**config.mk**
```make
export PLATFORM = sky130hd
export DESIGN_NAME = traffic_light_controller_flat
export DESIGN_NICKNAME = d
export VERILOG_FILES = /design/src/rtl/tlc_pkg.sv /design/src/rtl/tlc_ifs.sv /design/src/rtl/traffic_light_controller.sv /design/src/flat_wrapper.sv
export VERILOG_INCLUDE_DIRS = /design/src /design/src/rtl
export SDC_FILE = /design/constraint.sdc
export NUM_CORES = 1
export LEC_CHECK = 0
export ABC_AREA = 1
export BUFFER_PORTS_ARGS = -buffer_cell sky130_fd_sc_hd__buf_2
export CAP_MARGIN = 20
export CELL_PAD_IN_SITES_DETAIL_PLACEMENT = 0
export CELL_PAD_IN_SITES_GLOBAL_PLACEMENT = 1
export CORE_UTILIZATION = 27
export DETAILED_ROUTE_END_ITERATION = 12
export GPL_ROUTABILITY_DRIVEN = 0
export HOLD_SLACK_MARGIN = 0.03
export PLACE_DENSITY = 0.53
export SLEW_MARGIN = 20
export SYNTH_ARGS = -nofsm -noshare
export SYNTH_HDL_FRONTEND = slang
export SYNTH_SLANG_ARGS = --single-unit
```
**constraint.sdc**
```tcl
create_clock -name i_clk -period 5.17 [get_ports i_clk]
set_input_delay 0.7755 -clock i_clk [delete_from_list [all_inputs] [get_ports i_clk]]
set_output_delay 0.7755 -clock i_clk [all_outputs]
set_load 0.03 [all_outputs]
```
**src/rtl/assert_macros.svh**
```systemverilog
// Concurrent assertion helpers, clocked on i_clk and held off during reset.
`ifndef ASSERT_MACROS_SVH
`define ASSERT_MACROS_SVH

// Condition holds at every clock edge out of reset.
`define ASSERT_HOLDS(label, cond) \
    label: assert property (@(posedge i_clk) disable iff (!i_rst_n) (cond)) \
        else $error("assertion failed: invariant");

// Consequent holds in the same cycle as the antecedent.
`define ASSERT_IMPLIES(label, ante, cons) \
    label: assert property (@(posedge i_clk) disable iff (!i_rst_n) (ante) |-> (cons)) \
        else $error("assertion failed: same-cycle implication");

// Consequent holds in the cycle after the antecedent.
`define ASSERT_NEXT(label, ante, cons) \
    label: assert property (@(posedge i_clk) disable iff (!i_rst_n) (ante) |=> (cons)) \
        else $error("assertion failed: next-cycle implication");

`endif

```
**src/rtl/tlc_pkg.sv**
```systemverilog
package tlc_pkg;

    // Timing constants
    localparam int unsigned TICKS_PER_UNIT    = 1000;
    localparam int unsigned MAX_SECS          = 9;
    localparam int unsigned PERIODS_PER_PHASE = 4;

    localparam int unsigned GREEN_UNIT  = TICKS_PER_UNIT;
    localparam int unsigned YELLOW_UNIT = PERIODS_PER_PHASE * TICKS_PER_UNIT;

    // Field widths
    localparam int unsigned RATE_W  = 10;
    localparam int unsigned SECS_W  = 4;
    localparam int unsigned TICK_W  = 16;
    localparam int unsigned PER_W   = 3;
    localparam int unsigned PROD_W  = 20;

    // Lamp codes as seen on the light field
    localparam logic [1:0] LIGHT_GREEN  = 2'd0;
    localparam logic [1:0] LIGHT_YELLOW = 2'd1;
    localparam logic [1:0] LIGHT_RED    = 2'd2;

    // Edit targets
    localparam logic [1:0] TGT_GREEN  = 2'd0;
    localparam logic [1:0] TGT_YELLOW = 2'd1;
    localparam logic [1:0] TGT_RED    = 2'd2;
    localparam logic [1:0] TGT_MODE   = 2'd3;

    // Item kinds and button bits
    localparam logic KIND_TICK   = 1'b0;
    localparam logic KIND_BUTTON = 1'b1;
    localparam int unsigned BTN_UP  = 0;
    localparam int unsigned BTN_DN  = 1;
    localparam int unsigned BTN_SEL = 2;

    // Reciprocal of 60 scaled by 2**16; exact floor for any 10-bit rate
    localparam logic [10:0] RECIP60    = 11'd1093;
    localparam int unsigned RECIP_SHFT = 16;

    typedef enum logic [2:0] {
        LAMP_GREEN  = 3'b001,
        LAMP_YELLOW = 3'b010,
        LAMP_RED    = 3'b100
    } t_lamp;

    // Ticks for a duration, saturated to the counter width
    function automatic logic [TICK_W-1:0] sat_limit(input logic [SECS_W-1:0] secs,
                                                    input int unsigned unit);
        logic [PROD_W-1:0] prod;
        prod = PROD_W'(secs) * PROD_W'(unit);
        if (prod > PROD_W'({TICK_W{1'b1}})) begin
            return {TICK_W{1'b1}};
        end
        return prod[TICK_W-1:0];
    endfunction

    // Automatic green duration: rate / 60 + 1, capped at MAX_SECS
    function automatic logic [SECS_W-1:0] auto_green(input logic [RATE_W-1:0] rate);
        logic [RATE_W+10:0] prod;
        logic [SECS_W:0]    g;
        prod = (RATE_W+11)'(rate) * (RATE_W+11)'(RECIP60);
        g    = (SECS_W+1)'(prod >> RECIP_SHFT) + (SECS_W+1)'(1);
        if (g > (SECS_W+1)'(MAX_SECS)) begin
            g = (SECS_W+1)'(MAX_SECS);
        end
        return g[SECS_W-1:0];
    endfunction

    localparam logic [SECS_W-1:0] AUTO_GREEN_RST = SECS_W'(1);

endpackage

```
**src/rtl/tlc_ifs.sv**
```systemverilog
// Item channel: one tick or button event per word.
interface tlc_item_if
    import tlc_pkg::*;
    ();
    logic       valid;
    logic       ready;
    logic       kind;
    logic [2:0] buttons;

    modport source (output valid, output kind, output buttons, input ready);
    modport sink   (input valid, input kind, input buttons, output ready);
endinterface

// Result channel: lamp and settings snapshot per word.
interface tlc_result_if
    import tlc_pkg::*;
    ();
    logic              valid;
    logic              ready;
    logic [1:0]        light;
    logic              phase_pulse;
    logic              auto_mode;
    logic [1:0]        edit_target;
    logic [SECS_W-1:0] green_secs;
    logic [SECS_W-1:0] yellow_secs;
    logic [SECS_W-1:0] red_secs;

    modport source (output valid, output light, output phase_pulse, output auto_mode,
                    output edit_target, output green_secs, output yellow_secs,
                    output red_secs, input ready);
    modport sink   (input valid, input light, input phase_pulse, input auto_mode,
                    input edit_target, input green_secs, input yellow_secs,
                    input red_secs, output ready);
endinterface

// Configuration channel: car rate write word.
interface tlc_cfg_if
    import tlc_pkg::*;
    ();
    logic              valid;
    logic              ready;
    logic [RATE_W-1:0] car_rate;

    modport source (output valid, output car_rate, input ready);
    modport sink   (input valid, input car_rate, output ready);
endinterface

```
**src/rtl/traffic_light_controller.sv**
```systemverilog
// Traffic light sequencer with a four-target settings editor. Every accepted
// item word (a timer tick or a button event) produces exactly one result word,
// registered and held in an output register until taken. The block takes one
// item per clock: i_item.ready is high whenever the output register is empty
// or is being drained in the same cycle, so a stalled result holds off the
// input until it is taken. All per-item work (counter advance, period and phase
// end tests, editor step, limit recompute) is one combinational pass between the
// item handshake and the state/result registers; the critical path is the
// 16-bit tick increment and limit compare. The car rate write port is always
// ready; a write is turned into the automatic green duration at once and takes
// effect at the next button word. Durations are 1..9 units; green and red last
// four periods of their limit, yellow one period of four times its count.
`include "assert_macros.svh"

module traffic_light_controller
    import tlc_pkg::*;
(
    input  logic         i_clk,
    input  logic         i_rst_n,
    tlc_item_if.sink     i_item,
    tlc_result_if.source o_result,
    tlc_cfg_if.sink      i_cfg
);

    // Sequencer state
    t_lamp             r_lamp, n_lamp;
    logic [TICK_W-1:0] r_tick_cnt, n_tick_cnt;
    logic [PER_W-1:0]  r_period_cnt, n_period_cnt;
    logic              n_pulse;

    // Editor state
    logic [1:0]        r_target, n_target;
    logic              r_auto, n_auto;
    logic [SECS_W-1:0] r_green_cnt, n_green_cnt;
    logic [SECS_W-1:0] r_yellow_cnt, n_yellow_cnt;
    logic [SECS_W-1:0] r_red_cnt, n_red_cnt;

    // Durations in use and their tick limits
    logic [SECS_W-1:0] r_green_secs, n_green_secs;
    logic [SECS_W-1:0] r_red_secs, n_red_secs;
    logic [TICK_W-1:0] r_green_lim, r_yellow_lim, r_red_lim;
    logic [TICK_W-1:0] n_green_lim, n_yellow_lim, n_red_lim;

    // Automatic green duration derived from the last car rate write
    logic [SECS_W-1:0] r_auto_green;

    // Result register
    logic              r_out_valid;
    logic [1:0]        r_out_light, n_light;
    logic              r_out_pulse;
    logic              r_out_auto;
    logic [1:0]        r_out_target;
    logic [SECS_W-1:0] r_out_green, r_out_yellow, r_out_red;

    logic              w_in_acc;
    logic              w_cfg_acc;

    // Step a count with up then down, each bounded to 1..MAX_SECS
    function automatic logic [SECS_W-1:0] edit_count(input logic [SECS_W-1:0] cnt,
                                                     input logic [2:0] btn);
        logic [SECS_W-1:0] c;
        c = cnt;
        if (btn[BTN_UP] && c < SECS_W'(MAX_SECS)) begin
            c = c + SECS_W'(1);
        end
        if (btn[BTN_DN] && c > SECS_W'(1)) begin
            c = c - SECS_W'(1);
        end
        return c;
    endfunction

    // Output slot is free, or frees up this cycle
    assign i_item.ready = !r_out_valid || o_result.ready;
    assign w_in_acc     = i_item.valid && i_item.ready;
    assign i_cfg.ready  = 1'b1;
    assign w_cfg_acc    = i_cfg.valid;

    always_comb begin
        // Hold everything by default
        n_lamp       = r_lamp;
        n_tick_cnt   = r_tick_cnt;
        n_period_cnt = r_period_cnt;
        n_pulse      = 1'b0;
        n_target     = r_target;
        n_auto       = r_auto;
        n_green_cnt  = r_green_cnt;
        n_yellow_cnt = r_yellow_cnt;
        n_red_cnt    = r_red_cnt;
        n_green_secs = r_green_secs;
        n_red_secs   = r_red_secs;

        if (i_item.kind == KIND_TICK) begin
            // Advance the counter, then test the end of the current lamp's period.
            // A period end clears the counter, so at most one end per tick.
            n_tick_cnt = r_tick_cnt + TICK_W'(1);
            unique case (r_lamp)
                LAMP_GREEN: begin
                    if (n_tick_cnt >= r_green_lim) begin
                        n_pulse      = 1'b1;
                        n_tick_cnt   = '0;
                        n_period_cnt = r_period_cnt + PER_W'(1);
                        if (n_period_cnt >= PER_W'(PERIODS_PER_PHASE)) begin
                            n_lamp       = LAMP_YELLOW;
                            n_period_cnt = '0;
                        end
                    end
                end
                LAMP_YELLOW: begin
                    if (n_tick_cnt >= r_yellow_lim) begin
                        n_pulse    = 1'b1;
                        n_tick_cnt = '0;
                        n_lamp     = LAMP_RED;
                    end
                end
                LAMP_RED: begin
                    if (n_tick_cnt >= r_red_lim) begin
                        n_pulse      = 1'b1;
                        n_tick_cnt   = '0;
                        n_period_cnt = r_period_cnt + PER_W'(1);
                        if (n_period_cnt >= PER_W'(PERIODS_PER_PHASE)) begin
                            n_lamp       = LAMP_GREEN;
                            n_period_cnt = '0;
                        end
                    end
                end
                default: begin
                    n_lamp = r_lamp;
                end
            endcase
        end else begin
            // Manual editing: select moves the target first, then up/down edit it
            if (!r_auto) begin
                if (i_item.buttons[BTN_SEL]) begin
                    n_target = r_target + 2'd1;
                end
                unique case (n_target)
                    TGT_GREEN:  n_green_cnt  = edit_count(r_green_cnt, i_item.buttons);
                    TGT_YELLOW: n_yellow_cnt = edit_count(r_yellow_cnt, i_item.buttons);
                    TGT_RED:    n_red_cnt    = edit_count(r_red_cnt, i_item.buttons);
                    default:    n_red_cnt    = r_red_cnt;
                endcase
            end
            // Mode target: either button toggles, in either mode
            if (n_target == TGT_MODE && (i_item.buttons[BTN_UP] || i_item.buttons[BTN_DN])) begin
                n_auto = !r_auto;
            end
            // Recompute the durations in use
            if (n_auto) begin
                n_green_secs = r_auto_green;
                n_red_secs   = SECS_W'(MAX_SECS + 1) - r_auto_green;
            end else begin
                n_green_secs = n_green_cnt;
                n_red_secs   = n_red_cnt;
            end
        end
    end

    assign n_green_lim  = sat_limit(n_green_secs, GREEN_UNIT);
    assign n_red_lim    = sat_limit(n_red_secs, GREEN_UNIT);
    assign n_yellow_lim = sat_limit(n_yellow_cnt, YELLOW_UNIT);

    always_comb begin
        unique case (n_lamp)
            LAMP_GREEN:  n_light = LIGHT_GREEN;
            LAMP_YELLOW: n_light = LIGHT_YELLOW;
            default:     n_light = LIGHT_RED;
        endcase
    end

    // State advances only on an accepted item word
    always_ff @(posedge i_clk) begin
        if (!i_rst_n) begin
            r_lamp       <= LAMP_GREEN;
            r_tick_cnt   <= '0;
            r_period_cnt <= '0;
            r_target     <= TGT_GREEN;
            r_auto       <= 1'b0;
            r_green_cnt  <= SECS_W'(1);
            r_yellow_cnt <= SECS_W'(1);
            r_red_cnt    <= SECS_W'(1);
            r_green_secs <= SECS_W'(1);
            r_red_secs   <= SECS_W'(1);
            r_green_lim  <= sat_limit(SECS_W'(1), GREEN_UNIT);
            r_red_lim    <= sat_limit(SECS_W'(1), GREEN_UNIT);
            r_yellow_lim <= sat_limit(SECS_W'(1), YELLOW_UNIT);
        end else if (w_in_acc) begin
            r_lamp       <= n_lamp;
            r_tick_cnt   <= n_tick_cnt;
            r_period_cnt <= n_period_cnt;
            r_target     <= n_target;
            r_auto       <= n_auto;
            r_green_cnt  <= n_green_cnt;
            r_yellow_cnt <= n_yellow_cnt;
            r_red_cnt    <= n_red_cnt;
            r_green_secs <= n_green_secs;
            r_red_secs   <= n_red_secs;
            r_green_lim  <= n_green_lim;
            r_red_lim    <= n_red_lim;
            r_yellow_lim <= n_yellow_lim;
        end
    end

    // Convert the car rate on write; only the derived duration is kept
    always_ff @(posedge i_clk) begin
        if (!i_rst_n) begin
            r_auto_green <= AUTO_GREEN_RST;
        end else if (w_cfg_acc) begin
            r_auto_green <= auto_green(i_cfg.car_rate);
        end
    end

    // Result register: load on accept, drop valid once taken
    always_ff @(posedge i_clk) begin
        if (!i_rst_n) begin
            r_out_valid <= 1'b0;
        end else begin
            r_out_valid <= w_in_acc || (r_out_valid && !o_result.ready);
        end
    end

    always_ff @(posedge i_clk) begin
        if (w_in_acc) begin
            r_out_light  <= n_light;
            r_out_pulse  <= n_pulse;
            r_out_auto   <= n_auto;
            r_out_target <= n_target;
            r_out_green  <= n_green_secs;
            r_out_yellow <= n_yellow_cnt;
            r_out_red    <= n_red_secs;
        end
    end

    assign o_result.valid       = r_out_valid;
    assign o_result.light       = r_out_light;
    assign o_result.phase_pulse = r_out_pulse;
    assign o_result.auto_mode   = r_out_auto;
    assign o_result.edit_target = r_out_target;
    assign o_result.green_secs  = r_out_green;
    assign o_result.yellow_secs = r_out_yellow;
    assign o_result.red_secs    = r_out_red;

    // Period count never reaches the phase length
    `ASSERT_HOLDS(a_period_bound, r_period_cnt < PER_W'(PERIODS_PER_PHASE))

    // Edited counts stay within 1..MAX_SECS
    `ASSERT_HOLDS(a_green_cnt_range,
        r_green_cnt >= SECS_W'(1) && r_green_cnt <= SECS_W'(MAX_SECS))

    // Automatic green and red always split MAX_SECS + 1
    `ASSERT_IMPLIES(a_auto_split, r_auto,
        (SECS_W+1)'(r_green_secs) + (SECS_W+1)'(r_red_secs) == (SECS_W+1)'(MAX_SECS + 1))

    // Button words never move the lamp
    `ASSERT_NEXT(a_button_keeps_lamp, w_in_acc && i_item.kind == KIND_BUTTON,
        $stable(r_lamp))

endmodule
```
**src/flat_wrapper.sv**
```systemverilog
// flat-port wrapper written by rule: the top's interface ports become plain ports
module traffic_light_controller_flat import tlc_pkg::*;
  (i_clk, i_rst_n, i_item_valid, i_item_kind, i_item_buttons, i_item_ready, o_result_valid, o_result_light, o_result_phase_pulse, o_result_auto_mode, o_result_edit_target, o_result_green_secs, o_result_yellow_secs, o_result_red_secs, o_result_ready, i_cfg_valid, i_cfg_car_rate, i_cfg_ready);
  tlc_item_if i_item_i ();
  tlc_result_if o_result_i ();
  tlc_cfg_if i_cfg_i ();
  input  logic i_clk;
  input  logic i_rst_n;
  input wire logic [$bits(i_item_i.valid)-1:0] i_item_valid;
  input wire logic [$bits(i_item_i.kind)-1:0] i_item_kind;
  input wire logic [$bits(i_item_i.buttons)-1:0] i_item_buttons;
  output wire logic [$bits(i_item_i.ready)-1:0] i_item_ready;
  output wire logic [$bits(o_result_i.valid)-1:0] o_result_valid;
  output wire logic [$bits(o_result_i.light)-1:0] o_result_light;
  output wire logic [$bits(o_result_i.phase_pulse)-1:0] o_result_phase_pulse;
  output wire logic [$bits(o_result_i.auto_mode)-1:0] o_result_auto_mode;
  output wire logic [$bits(o_result_i.edit_target)-1:0] o_result_edit_target;
  output wire logic [$bits(o_result_i.green_secs)-1:0] o_result_green_secs;
  output wire logic [$bits(o_result_i.yellow_secs)-1:0] o_result_yellow_secs;
  output wire logic [$bits(o_result_i.red_secs)-1:0] o_result_red_secs;
  input wire logic [$bits(o_result_i.ready)-1:0] o_result_ready;
  input wire logic [$bits(i_cfg_i.valid)-1:0] i_cfg_valid;
  input wire logic [$bits(i_cfg_i.car_rate)-1:0] i_cfg_car_rate;
  output wire logic [$bits(i_cfg_i.ready)-1:0] i_cfg_ready;
  assign i_item_i.valid = i_item_valid;
  assign i_item_i.kind = i_item_kind;
  assign i_item_i.buttons = i_item_buttons;
  assign i_item_ready = i_item_i.ready;
  assign o_result_valid = o_result_i.valid;
  assign o_result_light = o_result_i.light;
  assign o_result_phase_pulse = o_result_i.phase_pulse;
  assign o_result_auto_mode = o_result_i.auto_mode;
  assign o_result_edit_target = o_result_i.edit_target;
  assign o_result_green_secs = o_result_i.green_secs;
  assign o_result_yellow_secs = o_result_i.yellow_secs;
  assign o_result_red_secs = o_result_i.red_secs;
  assign o_result_i.ready = o_result_ready;
  assign i_cfg_i.valid = i_cfg_valid;
  assign i_cfg_i.car_rate = i_cfg_car_rate;
  assign i_cfg_ready = i_cfg_i.ready;
  traffic_light_controller u_core (.i_clk(i_clk), .i_rst_n(i_rst_n), .i_item(i_item_i), .o_result(o_result_i), .i_cfg(i_cfg_i));
endmodule
```
# Word level (Yosys, flattened, before mapping)
# Cells that the tools add are included.
[totals] latch_bits=0 ram_bits=0 romBits=0 inputBits=19 mem_count=0 out_inout_bits=21 wordCells=135 register_bits=101
[op_classes] reduce_logical=20 addsub=11 order_cmp=11 n_shift=0 n_bitwise=1 div=0 multipliers=4 eq_ne=10 mux=56
[op_table] cell="$mux W4" count=27
[op_table] cell="$mux W16" count=3
[op_table] cell="$pmux W16 S3" count=1
[op_table] cell="$mul A4 B7 Y11 const B" count=3
[op_table] cell="$ge A16 B14 Y1" count=2
[op_table] cell="$mux W3" count=9
[op_table] cell="$mul A10 B11 Y21 const B" count=1
[op_table] cell="$add A16 B1 Y16 const B" count=1
[op_table] cell="$ge A16 B16 Y1" count=1
[op_table] cell="$add A4 B1 Y4 const B" count=3
[op_table] cell="$gt A4 B1 Y1 const B" count=3
[op_table] cell="$lt A4 B4 Y1 const B" count=3
[op_table] cell="$mux W2" count=6
[op_table] cell="$sub A4 B1 Y4 const B" count=3
[op_table] cell="$logic_and A1 B1 Y1" count=9
[op_table] cell="$pmux W3 S3" count=1
[op_table] cell="$eq A3 B1 Y1 const B" count=2
[op_table] cell="$eq A3 B2 Y1 const B" count=2
[op_table] cell="$mux W1" count=6
[op_table] cell="$pmux W3 S2" count=1
[op_table] cell="$add A5 B1 Y5 const B" count=1
[op_table] cell="$gt A5 B4 Y1 const B" count=1
[op_table] cell="$reduce_and A5 Y1" count=1
[op_table] cell="$eq A2 B2 Y1 const B" count=2
[op_table] cell="other kinds (15)" count=21

# Depth between registers and ports, before layout
# Gate-level depths: netlist of the first run.
[depth] word_depth=16 mapped_depth=39 mapped_depth_nobuf=39

# Least setup slack after synthesis of the first run
# No wires, ideal clock.
[synth_path] path_kind="input to register" startpoint="in i_item_buttons[0]" endpoint="reg u_core.r_green_lim[13]" setup_ns=0.109 n_path_buf=1 setup_slack_ns=-0.348 required_time_ns=5.061 arrival_time_ns=5.409 path_stages=32 cell_sequence="clkbuf_1 nand2_1 o21ai_0 ha_1 nor2_1 inv_1 nand3_1 o21ai_0 inv_1 nand3_1 nand2_1 o22ai_1 nand2_1 nand2_1 o21ai_0 fa_1 inv_1 fa_1 inv_1 ha_1 inv_1 nor2_1 o21ai_0 nand2_1 a21oi_1 nor2_1 nand2_1 nand2_1 nand2_1 nand3_1 nand2_1 inv_1"
[synth_via] elab_chain_len=13 elab_cells_between_ends=18 classes_between="add/sub (1); mul (1); order compare (1); mux (11); reduce/logical (4)"
[synth_lines] element="from (decl)" line_no="flat_wrapper.sv:11" rtl="input wire logic [$bits(i_item_i.buttons)-1:0] i_item_buttons;"
[synth_lines] element="$logic_and A1 B1 Y1" line_no="traffic_light_controller.sv:63" rtl="if (btn[BTN_UP] && c < SECS_W'(MAX_SECS)) begin"
[synth_lines] element="$mux W4" line_no="traffic_light_controller.sv:63"
[synth_lines] element="$mux W4" line_no="traffic_light_controller.sv:136" rtl="unique case (n_target)"
[synth_lines] element="$mux W4" line_no="traffic_light_controller.sv:132" rtl="if (!r_auto) begin"
[synth_lines] element="$mux W4" line_no="traffic_light_controller.sv:92" rtl="if (i_item.kind == KIND_TICK) begin"
[synth_lines] element="$gt A4 B1 Y1" line_no="traffic_light_controller.sv:66" rtl="if (btn[BTN_DN] && c > SECS_W'(1)) begin"
[synth_lines] element="$logic_and A1 B1 Y1" line_no="traffic_light_controller.sv:66"
[synth_lines] element="$mux W4" line_no="traffic_light_controller.sv:66"
[synth_lines] element="$mux W4" line_no="traffic_light_controller.sv:136"
[synth_lines] element="$mux W4" line_no="traffic_light_controller.sv:132"
[synth_lines] element="$mux W4 (*)" line_no="traffic_light_controller.sv:148" rtl="if (n_auto) begin"
[synth_lines] element="$mux W4 (*)" line_no="traffic_light_controller.sv:92"
[synth_lines] element="net u_core.n_green_secs[2]" line_no="traffic_light_controller.sv:39" rtl="logic [SECS_W-1:0] r_green_secs, n_green_secs;"
[synth_lines] element="$mul A4 B7 Y11 (*)" line_no="tlc_pkg.sv:50" rtl="prod = PROD_W'(secs) * PROD_W'(unit);"
[synth_lines] element="to (signal assigned)" line_no="traffic_light_controller.sv:183" rtl="r_green_lim <= sat_limit(SECS_W'(1), GREEN_UNIT);"
[synth_lines] element="to (signal assigned)" line_no="traffic_light_controller.sv:197" rtl="r_green_lim <= n_green_lim;"
[synth_lines] element="to (decl)" line_no="traffic_light_controller.sv:41" rtl="logic [TICK_W-1:0] r_green_lim, r_yellow_lim, r_red_lim;"
# Mark *: on every way through the listed nets, which the timed path passes. The rest lies on a longest branch. The select of a mux whose other input is x is not followed.
# A chain may end at the register's enable or synchronous reset.

# Worst setup path after layout of the first run
[layout_path] startpoint="reg u_core.r_red_cnt[1]" endpoint="reg u_core.r_red_lim[12]"
[layout_via] elab_chain_len=14 elab_cells_between_ends=16 classes_between="add/sub (2); mul (1); order compare (2); mux (9); reduce/logical (2)"
[layout_lines] element="from (decl)" line_no="traffic_light_controller.sv:36" rtl="logic [SECS_W-1:0] r_red_cnt, n_red_cnt;"
[layout_lines] element="from (signal assigned)" line_no="traffic_light_controller.sv:194" rtl="r_red_cnt <= n_red_cnt;"
[layout_lines] element="$lt A4 B4 Y1" line_no="traffic_light_controller.sv:63"
[layout_lines] element="$logic_and A1 B1 Y1" line_no="traffic_light_controller.sv:63"
[layout_lines] element="$mux W4 (*)" line_no="traffic_light_controller.sv:63"
[layout_lines] element="$mux W4 (*)" line_no="traffic_light_controller.sv:136"
[layout_lines] element="$mux W4 (*)" line_no="traffic_light_controller.sv:132"
[layout_lines] element="$mux W4 (*)" line_no="traffic_light_controller.sv:92"
[layout_lines] element="$gt A4 B1 Y1" line_no="traffic_light_controller.sv:66"
[layout_lines] element="$logic_and A1 B1 Y1" line_no="traffic_light_controller.sv:66"
[layout_lines] element="$mux W4 (*)" line_no="traffic_light_controller.sv:66"
[layout_lines] element="$mux W4 (*)" line_no="traffic_light_controller.sv:136"
[layout_lines] element="$mux W4 (*)" line_no="traffic_light_controller.sv:132"
[layout_lines] element="$mux W4 (*)" line_no="traffic_light_controller.sv:148"
[layout_lines] element="$mux W4 (*)" line_no="traffic_light_controller.sv:92"
[layout_lines] element="net u_core.n_red_secs[3]" line_no="traffic_light_controller.sv:40" rtl="logic [SECS_W-1:0] r_red_secs, n_red_secs;"
[layout_lines] element="$mul A4 B7 Y11 (*)" line_no="tlc_pkg.sv:50"
[layout_lines] element="to (signal assigned)" line_no="traffic_light_controller.sv:184" rtl="r_red_lim <= sat_limit(SECS_W'(1), GREEN_UNIT);"
[layout_lines] element="to (signal assigned)" line_no="traffic_light_controller.sv:198" rtl="r_red_lim <= n_red_lim;"
[layout_lines] element="to (decl)" line_no="traffic_light_controller.sv:41"
# Marked as above.

==> summary.txt, run 1 <==
Floorplanning
  – DIE HEIGHT: 180 um
  – Row count: 64
  – Die width: 180 um
  – Num ports: 40
  – Starting Density: 27.7%
  – Core area: 30900 um^2
  – Die ar.: 32400 um^2

Routing
  – Remaining DRCs: 0
  – Drt total wl: 22500 um
  – Vias: 7560
  – Total iterations of the first detailed-routing run: 5
  – Vias/cell: 4.47
  – Antenna-violating nets left: 0
  – Routed wire per std cell: 13.3 um
  – Initial DRC Count: 335

Critical path
  – Crit-path max FO: 4
  – Reg2Reg Setup Slack: 0.27 ns
  – RR Endpoint: u_core.r_red_lim[12]$_SDFFE_PN0P_
  – Crit-path most repeated cell: nand2_1
  – Worst Reg-to-Reg Cells: 35
  – R2r startpoint: u_core.r_red_cnt[1]$_SDFFE_PN0P_
  – Crit. End Element: flip-flop
  – Worst Path Arrival: 5.17 ns
  – WS Path Type: flip-flop to flip-flop
  – Crit start category: flip-flop
  – CP max stage delay: 0.58 ns
  – WP data required: 5.44 ns
  – Slowest CP cell: fa_1

Logic synthesis
  – Top_reg_cell synth: dfxtp_1
  – Distinct cell type count after synthesis: 40
  – Synthesized cell area: 8550 um^2
  – Post-synthesis area per instance: 7.28 um^2
  – Sequential element share of the synthesized area: 24.3%
  – EDFF count, synth: 18
  – Largest family of logic cells by synthesized area: adder cells
  – Cells after synthesis: 1175
  – Flop and latch count out of synthesis: 95
  – Simple-gate share of the synthesized area: 21.9%
  – XOR/XNOR Fraction of Synth Area: 2.76%
  – Syn Nets: 1358
  – Yosys Warn Count: 0
  – Mux cell area share after synthesis: 0%
  – FFs w/ async S/R, synth: 0%
  – Synth Area in Compound Gates: 13.4%
  – Synth Area in Adders: 26.6%

Pwr
  – Leak pwr: 5.34 nW
  – Max IR drop VDD: 0.000173 V
  – P per Cell Area: 317 nW/um^2

Clock network
  – CTS Buf Count: 9
  – CTS tree: built
  – H-tree levels: 3
  – Clk root buf: clkbuf_16
  – CTS max path bufs: 2
  – Worst-Skew Late Latency: 0.36 ns
  – Hold_buf cts: 0
  – Worst-path clk slew: 0.08 ns
  – Number of clock sinks: 95

Finish
  – Post-layout nets: 1475
  – Layout filler cell count: 3362
  – Fin cells: 1693
  – Commonest non-fill, non-tap cells in the layout: 224 x nand2_1, 208 x inv_1, 126 x ha_1
  – Multi-input gate area: 5760 um^2
  – Register area: 2090 um^2
  – Layout cells sized above 1: 17.6%
  – Ant diodes: 0
  – Commonest non-fill, non-tap cell in the layout: nand2_1
  – Layout area overhead: 21.3%
  – Final instance area: 10400 um^2
  – Final core area utilization: 33.6%

STA
  – Slew margin rel.: 29.7%
  – Highest Clock Rate: 0.204 GHz
  – Fin. max-slew vios: 0
  – Setup TNS: 0 ns
  – Slew @ Worst Pin: 1.05 ns
  – Fin crit share: 94.8%
  – Period minus WS final: 4.90 ns
  – Clk_skew: 0.0146 ns
  – Final setup fails: 0
  – Final Hold Fails: 0
  – RSZ-0062 raised after global routing: yes

Global route
  – Largest net degree at the start of global routing: 43
  – Initial antenna violation count: 0
  – GR Overflow Total: 0
  – Global-route usage over all layers: 14.4%
  – First-pass GRT wire length: 37400 um
  – Vias in the first global route: 7372

Place
  – Placed cell count: 1664
  – Number of port buffers: 38
  – HPWL Detailed: 17600 um
  – Area post-placement: 9740 um^2

Hold path
  – Hold Path Sink: u_core.r_green_secs[3]$_SDFFE_PN0P_
  – Hold/Removal Path Class: flip-flop to flip-flop
  – Worst Hold Depth: 2
  – HP Start: u_core.r_green_secs[3]$_SDFFE_PN0P_

Flow run
  – Max-cap violations: 0

Run status
  – Status: completed
## worst max path at each step
stage	slack [ns]	to	startpoint	depth (start not counted)
floorplan	0.009	u_core.r_green_lim[13]$_SDFFE_PN0P_	i_item_buttons[0]	32
global placement	-0.14	u_core.r_red_lim[12]$_SDFFE_PN0P_	i_item_buttons[0]	32
detailed placement	-0.20	u_core.r_yellow_lim[15]$_SDFFE_PN0P_	i_item_buttons[0]	32
CTS	0.04	u_core.r_red_lim[12]$_SDFFE_PN0P_	u_core.r_red_cnt[1]$_SDFFE_PN0P_	35
global route	-0.17	u_core.r_red_lim[13]$_SDFFE_PN0P_	u_core.r_red_cnt[1]$_SDFFE_PN0P_	39
finish	0.27	u_core.r_red_lim[12]$_SDFFE_PN0P_	u_core.r_red_cnt[1]$_SDFFE_PN0P_	35
## kinds of logic (layout without fill, tap and decap cells)
group / Yosys count / count (layout)
AND/OR/NAND/NOR: 433 / 433
buffers and inverters: 247 / 369
AO/OA/AOI/OAI: 208 / 208
adder cells (fa/ha/maj): 164 / 164
flip-flops: 95 / 95
XOR/XNOR: 27 / 27
other: 1 / 1
## routing by layer
layer | track usage [%] | wire length, um
met2 | 24.4 | 10200
met5 | 0 | 0
met1 | 19.4 | 11600
met3 | 1.68 | 453
met4 | 3.52 | 204
## power breakdown
part / leakage, nW / switching [mW] / internal (mW)
clock network: 0.156 / 0.328 / 0.402
registers: 0.809 / 0.0373 / 0.838
logic: 4.37 / 0.925 / 0.757
total: 5.34 / 1.29 / 2.00
## flip-flops by register name, summed over array words and instances (netlist names), 9 cells and up
name,cells
u_core.r_red_lim,9
u_core.r_tick_cnt,16
u_core.r_green_lim,9
u_core.r_yellow_lim,9
## cell usage after synthesis (2+ instances only)
master    instances  area [um^2]
a21o_1            3         22.5
edfxtp_1         18          541
o21bai_1          7         52.6
o221ai_1          3         26.3
o21ai_0          69          345
dfxtp_1          77         1540
a31oi_1           4         25.0
xor2_1           23          201
a21oi_1          97          485
nand2_2           6         37.5
nand3_1          71          355
inv_2             5         18.8
nand3b_1          3         22.5
nor2_2            2         12.5
o211ai_1         18          135
inv_1           218          818
fa_1             30          601
nand2_1         232          871
a211oi_1          3         22.5
xnor2_1           4         35.0
clkbuf_1         21         78.8
ha_1            134         1680
nor3_1           13         65.1
or2_2             7         43.8
nor2_4            3         33.8
nor2_1           81          304
nand4_1          10         62.6
## layout make-up
type                       instances  area share [%]
timing repair buffer             129            8.42
clock buffer                      12            2.79
sequential                        95            20.1
clock inverter                     4           0.289
inverter                         224            8.10
tap                              396            4.78
multi-input combinational        833            55.5
## critical path: cells and delay by family (launching register included)
kind	cells	cell delay [ns]
compound gates	4	0.45
xor+xnor	2	0.37
fa+ha+maj	5	1.67
buf+inv	7	0.54
flops	1	0.33
simple gates	17	1.46
## per-stage QoR
stage	worst slack (ns)	hold slack [ns]	power, mW
after floorplan	0.00905	0.437	1.91
after global placement	-0.141	0.456	2.48
after detailed placement	-0.204	0.462	2.46
after CTS	0.0403	0.471	3.23
after global routing	-0.168	0.504	3.63
final	0.270	0.474	3.29
## timing repair
action	4_1_cts	5_1_grt
setup endpoints to repair	2	14
gates resized for setup	1	64
pin swaps	0	34
buffers inserted	0	14
No activity file was read; power rests on OpenSTA's default activity.
==> inputs of run 2 (changes only) <==
BUFFER_PORTS_ARGS = -buffer_cell sky130_fd_sc_hd__buf_4   (was -buffer_cell sky130_fd_sc_hd__buf_2)
==> run 2 against run 1 <==
Core utilization is 0.15 points higher. Sequential share of layout area down 0.053 points. Die area unchanged. Total power increased by 0.66%. Fmax increased by 2.1%. Register-to-register slack improved by 0.10 ns. Wire length fell by 0.59%. Clock skew is 0.0018 ns higher.
==> summary.txt, run 2 (synthesis gave the netlist of run 1 again) <==
Run status
  – Status: completed

Finish
  – Commonest non-fill, non-tap cell in the layout: nand2_1
  – Ant diodes: 0 (unchanged)
  – Commonest non-fill, non-tap cells in the layout: 223 x nand2_1, 205 x inv_1, 129 x ha_1
  – Layout cells sized above 1: 17.1% (-0.43 points)
  – Largest register by flop count: u_core.r_tick_cnt
  – Max FFs per register: 16 (unchanged)
  – Fin cells: 1685 (-0.47%)
  – Post-layout nets: 1467 (-0.54%)
  – Layout area overhead: 21.9%

Floorplanning
  – Die ar.: 32400 um^2 (unchanged)
  – Num ports: 40 (unchanged)
  – DIE HEIGHT: 180 um (unchanged)
  – Core area: 30900 um^2 (unchanged)
  – Die width: 180 um (unchanged)
  – Row count: 64 (unchanged)
  – Starting Density: 27.7% (unchanged)

Routing
  – Initial DRC Count: 270 (-19%)
  – Vias: 7516 (-0.58%)
  – Routed wire per std cell: 13.3 um (-0.12%)
  – Total iterations of the first detailed-routing run: 4 (-1)
  – Remaining DRCs: 0 (unchanged)
  – Vias/cell: 4.46 (-0.11%)
  – Antenna-violating nets left: 0 (unchanged)
  – Drt total wl: 22400 um (-0.59%)

STA
  – Slew margin rel.: 32.5% (+2.7 points)
  – Setup TNS: 0 ns (unchanged)
  – Highest Clock Rate: 0.208 GHz (+2.1%)
  – Fin. max-slew vios: 0 (unchanged)
  – Slew @ Worst Pin: 1.01 ns (-0.0387 ns)
  – Fin crit share: 92.8% (-1.9 points)
  – Final Hold Fails: 0 (unchanged)
  – Period minus WS final: 4.80 ns (-0.101 ns)
  – Clk_skew: 0.0165 ns (+0.00184 ns)
  – Final setup fails: 0 (unchanged)

Clock network
  – Worst-path clk slew: 0.08 ns (about the same)
  – CTS Buf Count: 9 (unchanged)
  – CTS tree: built
  – Worst-Skew Late Latency: 0.36 ns (about the same)
  – Clk root buf: clkbuf_16
  – H-tree levels: 3 (unchanged)
  – Number of clock sinks: 95 (unchanged)
  – CTS max path bufs: 2 (unchanged)

Critical path
  – Crit. End Element: flip-flop
  – CP max stage delay: 0.59 ns (about the same)
  – Slowest CP cell: fa_2
  – Worst Path Arrival: 5.06 ns (-0.11 ns)
  – Crit-path most repeated cell: inv_1
  – WP data required: 5.43 ns (about the same)
  – Crit-path max FO: 4 (unchanged)
  – WS Path Type: flip-flop to flip-flop
  – Crit start category: flip-flop

Place
  – HPWL Detailed: 17700 um (+0.18%)
  – Number of port buffers: 38 (unchanged)
  – Placed cell count: 1654 (-0.60%)

Global route
  – GR Overflow Total: 0 (unchanged)
  – Largest net degree at the start of global routing: 49 (+14%)
  – Initial antenna violation count: 0 (unchanged)
  – GRT Max-Usage Layer: met2
  – First-pass GRT wire length: 37600 um (+0.55%)
  – Global-route usage over all layers: 14.5% (+0.072 points)
  – Met2 Use GR: 24.8% (+0.42 points)
  – Met1 usage: 19.3% (-0.17 points)
  – Met3 GRT Util: 1.72% (+0.041 points)
  – Vias in the first global route: 7527 (+2.1%)

Flow run
  – Max-cap violations: 0 (unchanged)

Hold path
  – Hold/Removal Path Class: flip-flop to flip-flop

Pwr
  – Leak pwr: 5.35 nW (+0.18%)
  – Final Power: 3.31 mW (+0.66%)
  – Max IR drop VDD: 0.000161 V (-7.2%)
  – P per Cell Area: 317 nW/um^2 (+0.21%)
run 2: cell types whose count changed in the layout (fill, tap and decap cells not counted), sizes merged:
cell	change
clkbuf	+1
buf	-8
clkinvlp	-1
bufinv	+1
clkinv	-1
run 2: worst paths after layout:
kind                                       start                                   to  slack (ns)  cells past startpoint
max           u_core.r_green_cnt[0]$_SDFFE_PN1P_  u_core.r_green_lim[11]$_SDFFE_PN0P_        0.37                     32
min          u_core.r_green_secs[2]$_SDFFE_PN0P_  u_core.r_green_secs[2]$_SDFFE_PN0P_        0.47                      2
max reg2reg   u_core.r_green_cnt[0]$_SDFFE_PN1P_  u_core.r_green_lim[11]$_SDFFE_PN0P_        0.37                     32
min reg2reg  u_core.r_green_secs[2]$_SDFFE_PN0P_  u_core.r_green_secs[2]$_SDFFE_PN0P_        0.47                      2
run 2: what timing repair did:
item                                    4_1_cts  5_1_grt
pin swaps                                     0       44
resized for setup                             3       68
hold buffers                                  0        0
buffers inserted                              0       15
endpoints found under the setup margin        2       14
hold endpoints to repair                      0        0
run 2: cell type report:
class | instances | area, um^2
Fill cell | 3401 | 20500
Multi-Input combinational cell | 833 | 5730
Clock inverter | 3 | 47.5
Inverter | 224 | 841
Tap cell | 396 | 495
Sequential cell | 95 | 2090
Timing Repair Buffer | 121 | 908
Clock buffer | 13 | 314
run 2: metal layers:
metal	routed length (um)	vias up
li1	-	4015
met1	11500	3440
met2	10200	51
met3	433	10
met4	200	0
met5	0	-
run 2: per-stage QoR:
stage / setup WS (ns) / hold slack [ns] / instance area [um^2] / utilization, %
detailed placement: -0.241 / 0.456 / 9760 / 31.6
floorplan: 0.00905 / 0.437 / 8560 / -
global route: -0.0274 / 0.501 / 10400 / 33.7
CTS: 0.0154 / 0.468 / 10100 / 32.8
global placement: -0.159 / 0.454 / 9760 / 31.6
finish: 0.370 / 0.467 / 10400 / 33.7
run 2: worst max-delay path, delay by kind of cell, from the launching register on:
kind,cells,cell delay [ns]
buffers and inverters,8,0.52
and+or+nand+nor,12,1.12
adders and majority gates,5,1.74
xor gates and xnor gates,2,0.37
AOI/OAI and AO/OA,5,0.65
DFF,1,0.33
run 2: where the power goes:
group          switching [mW]  internal, mW
registers              0.0374         0.838
clock network           0.331         0.481
logic                   0.906         0.714
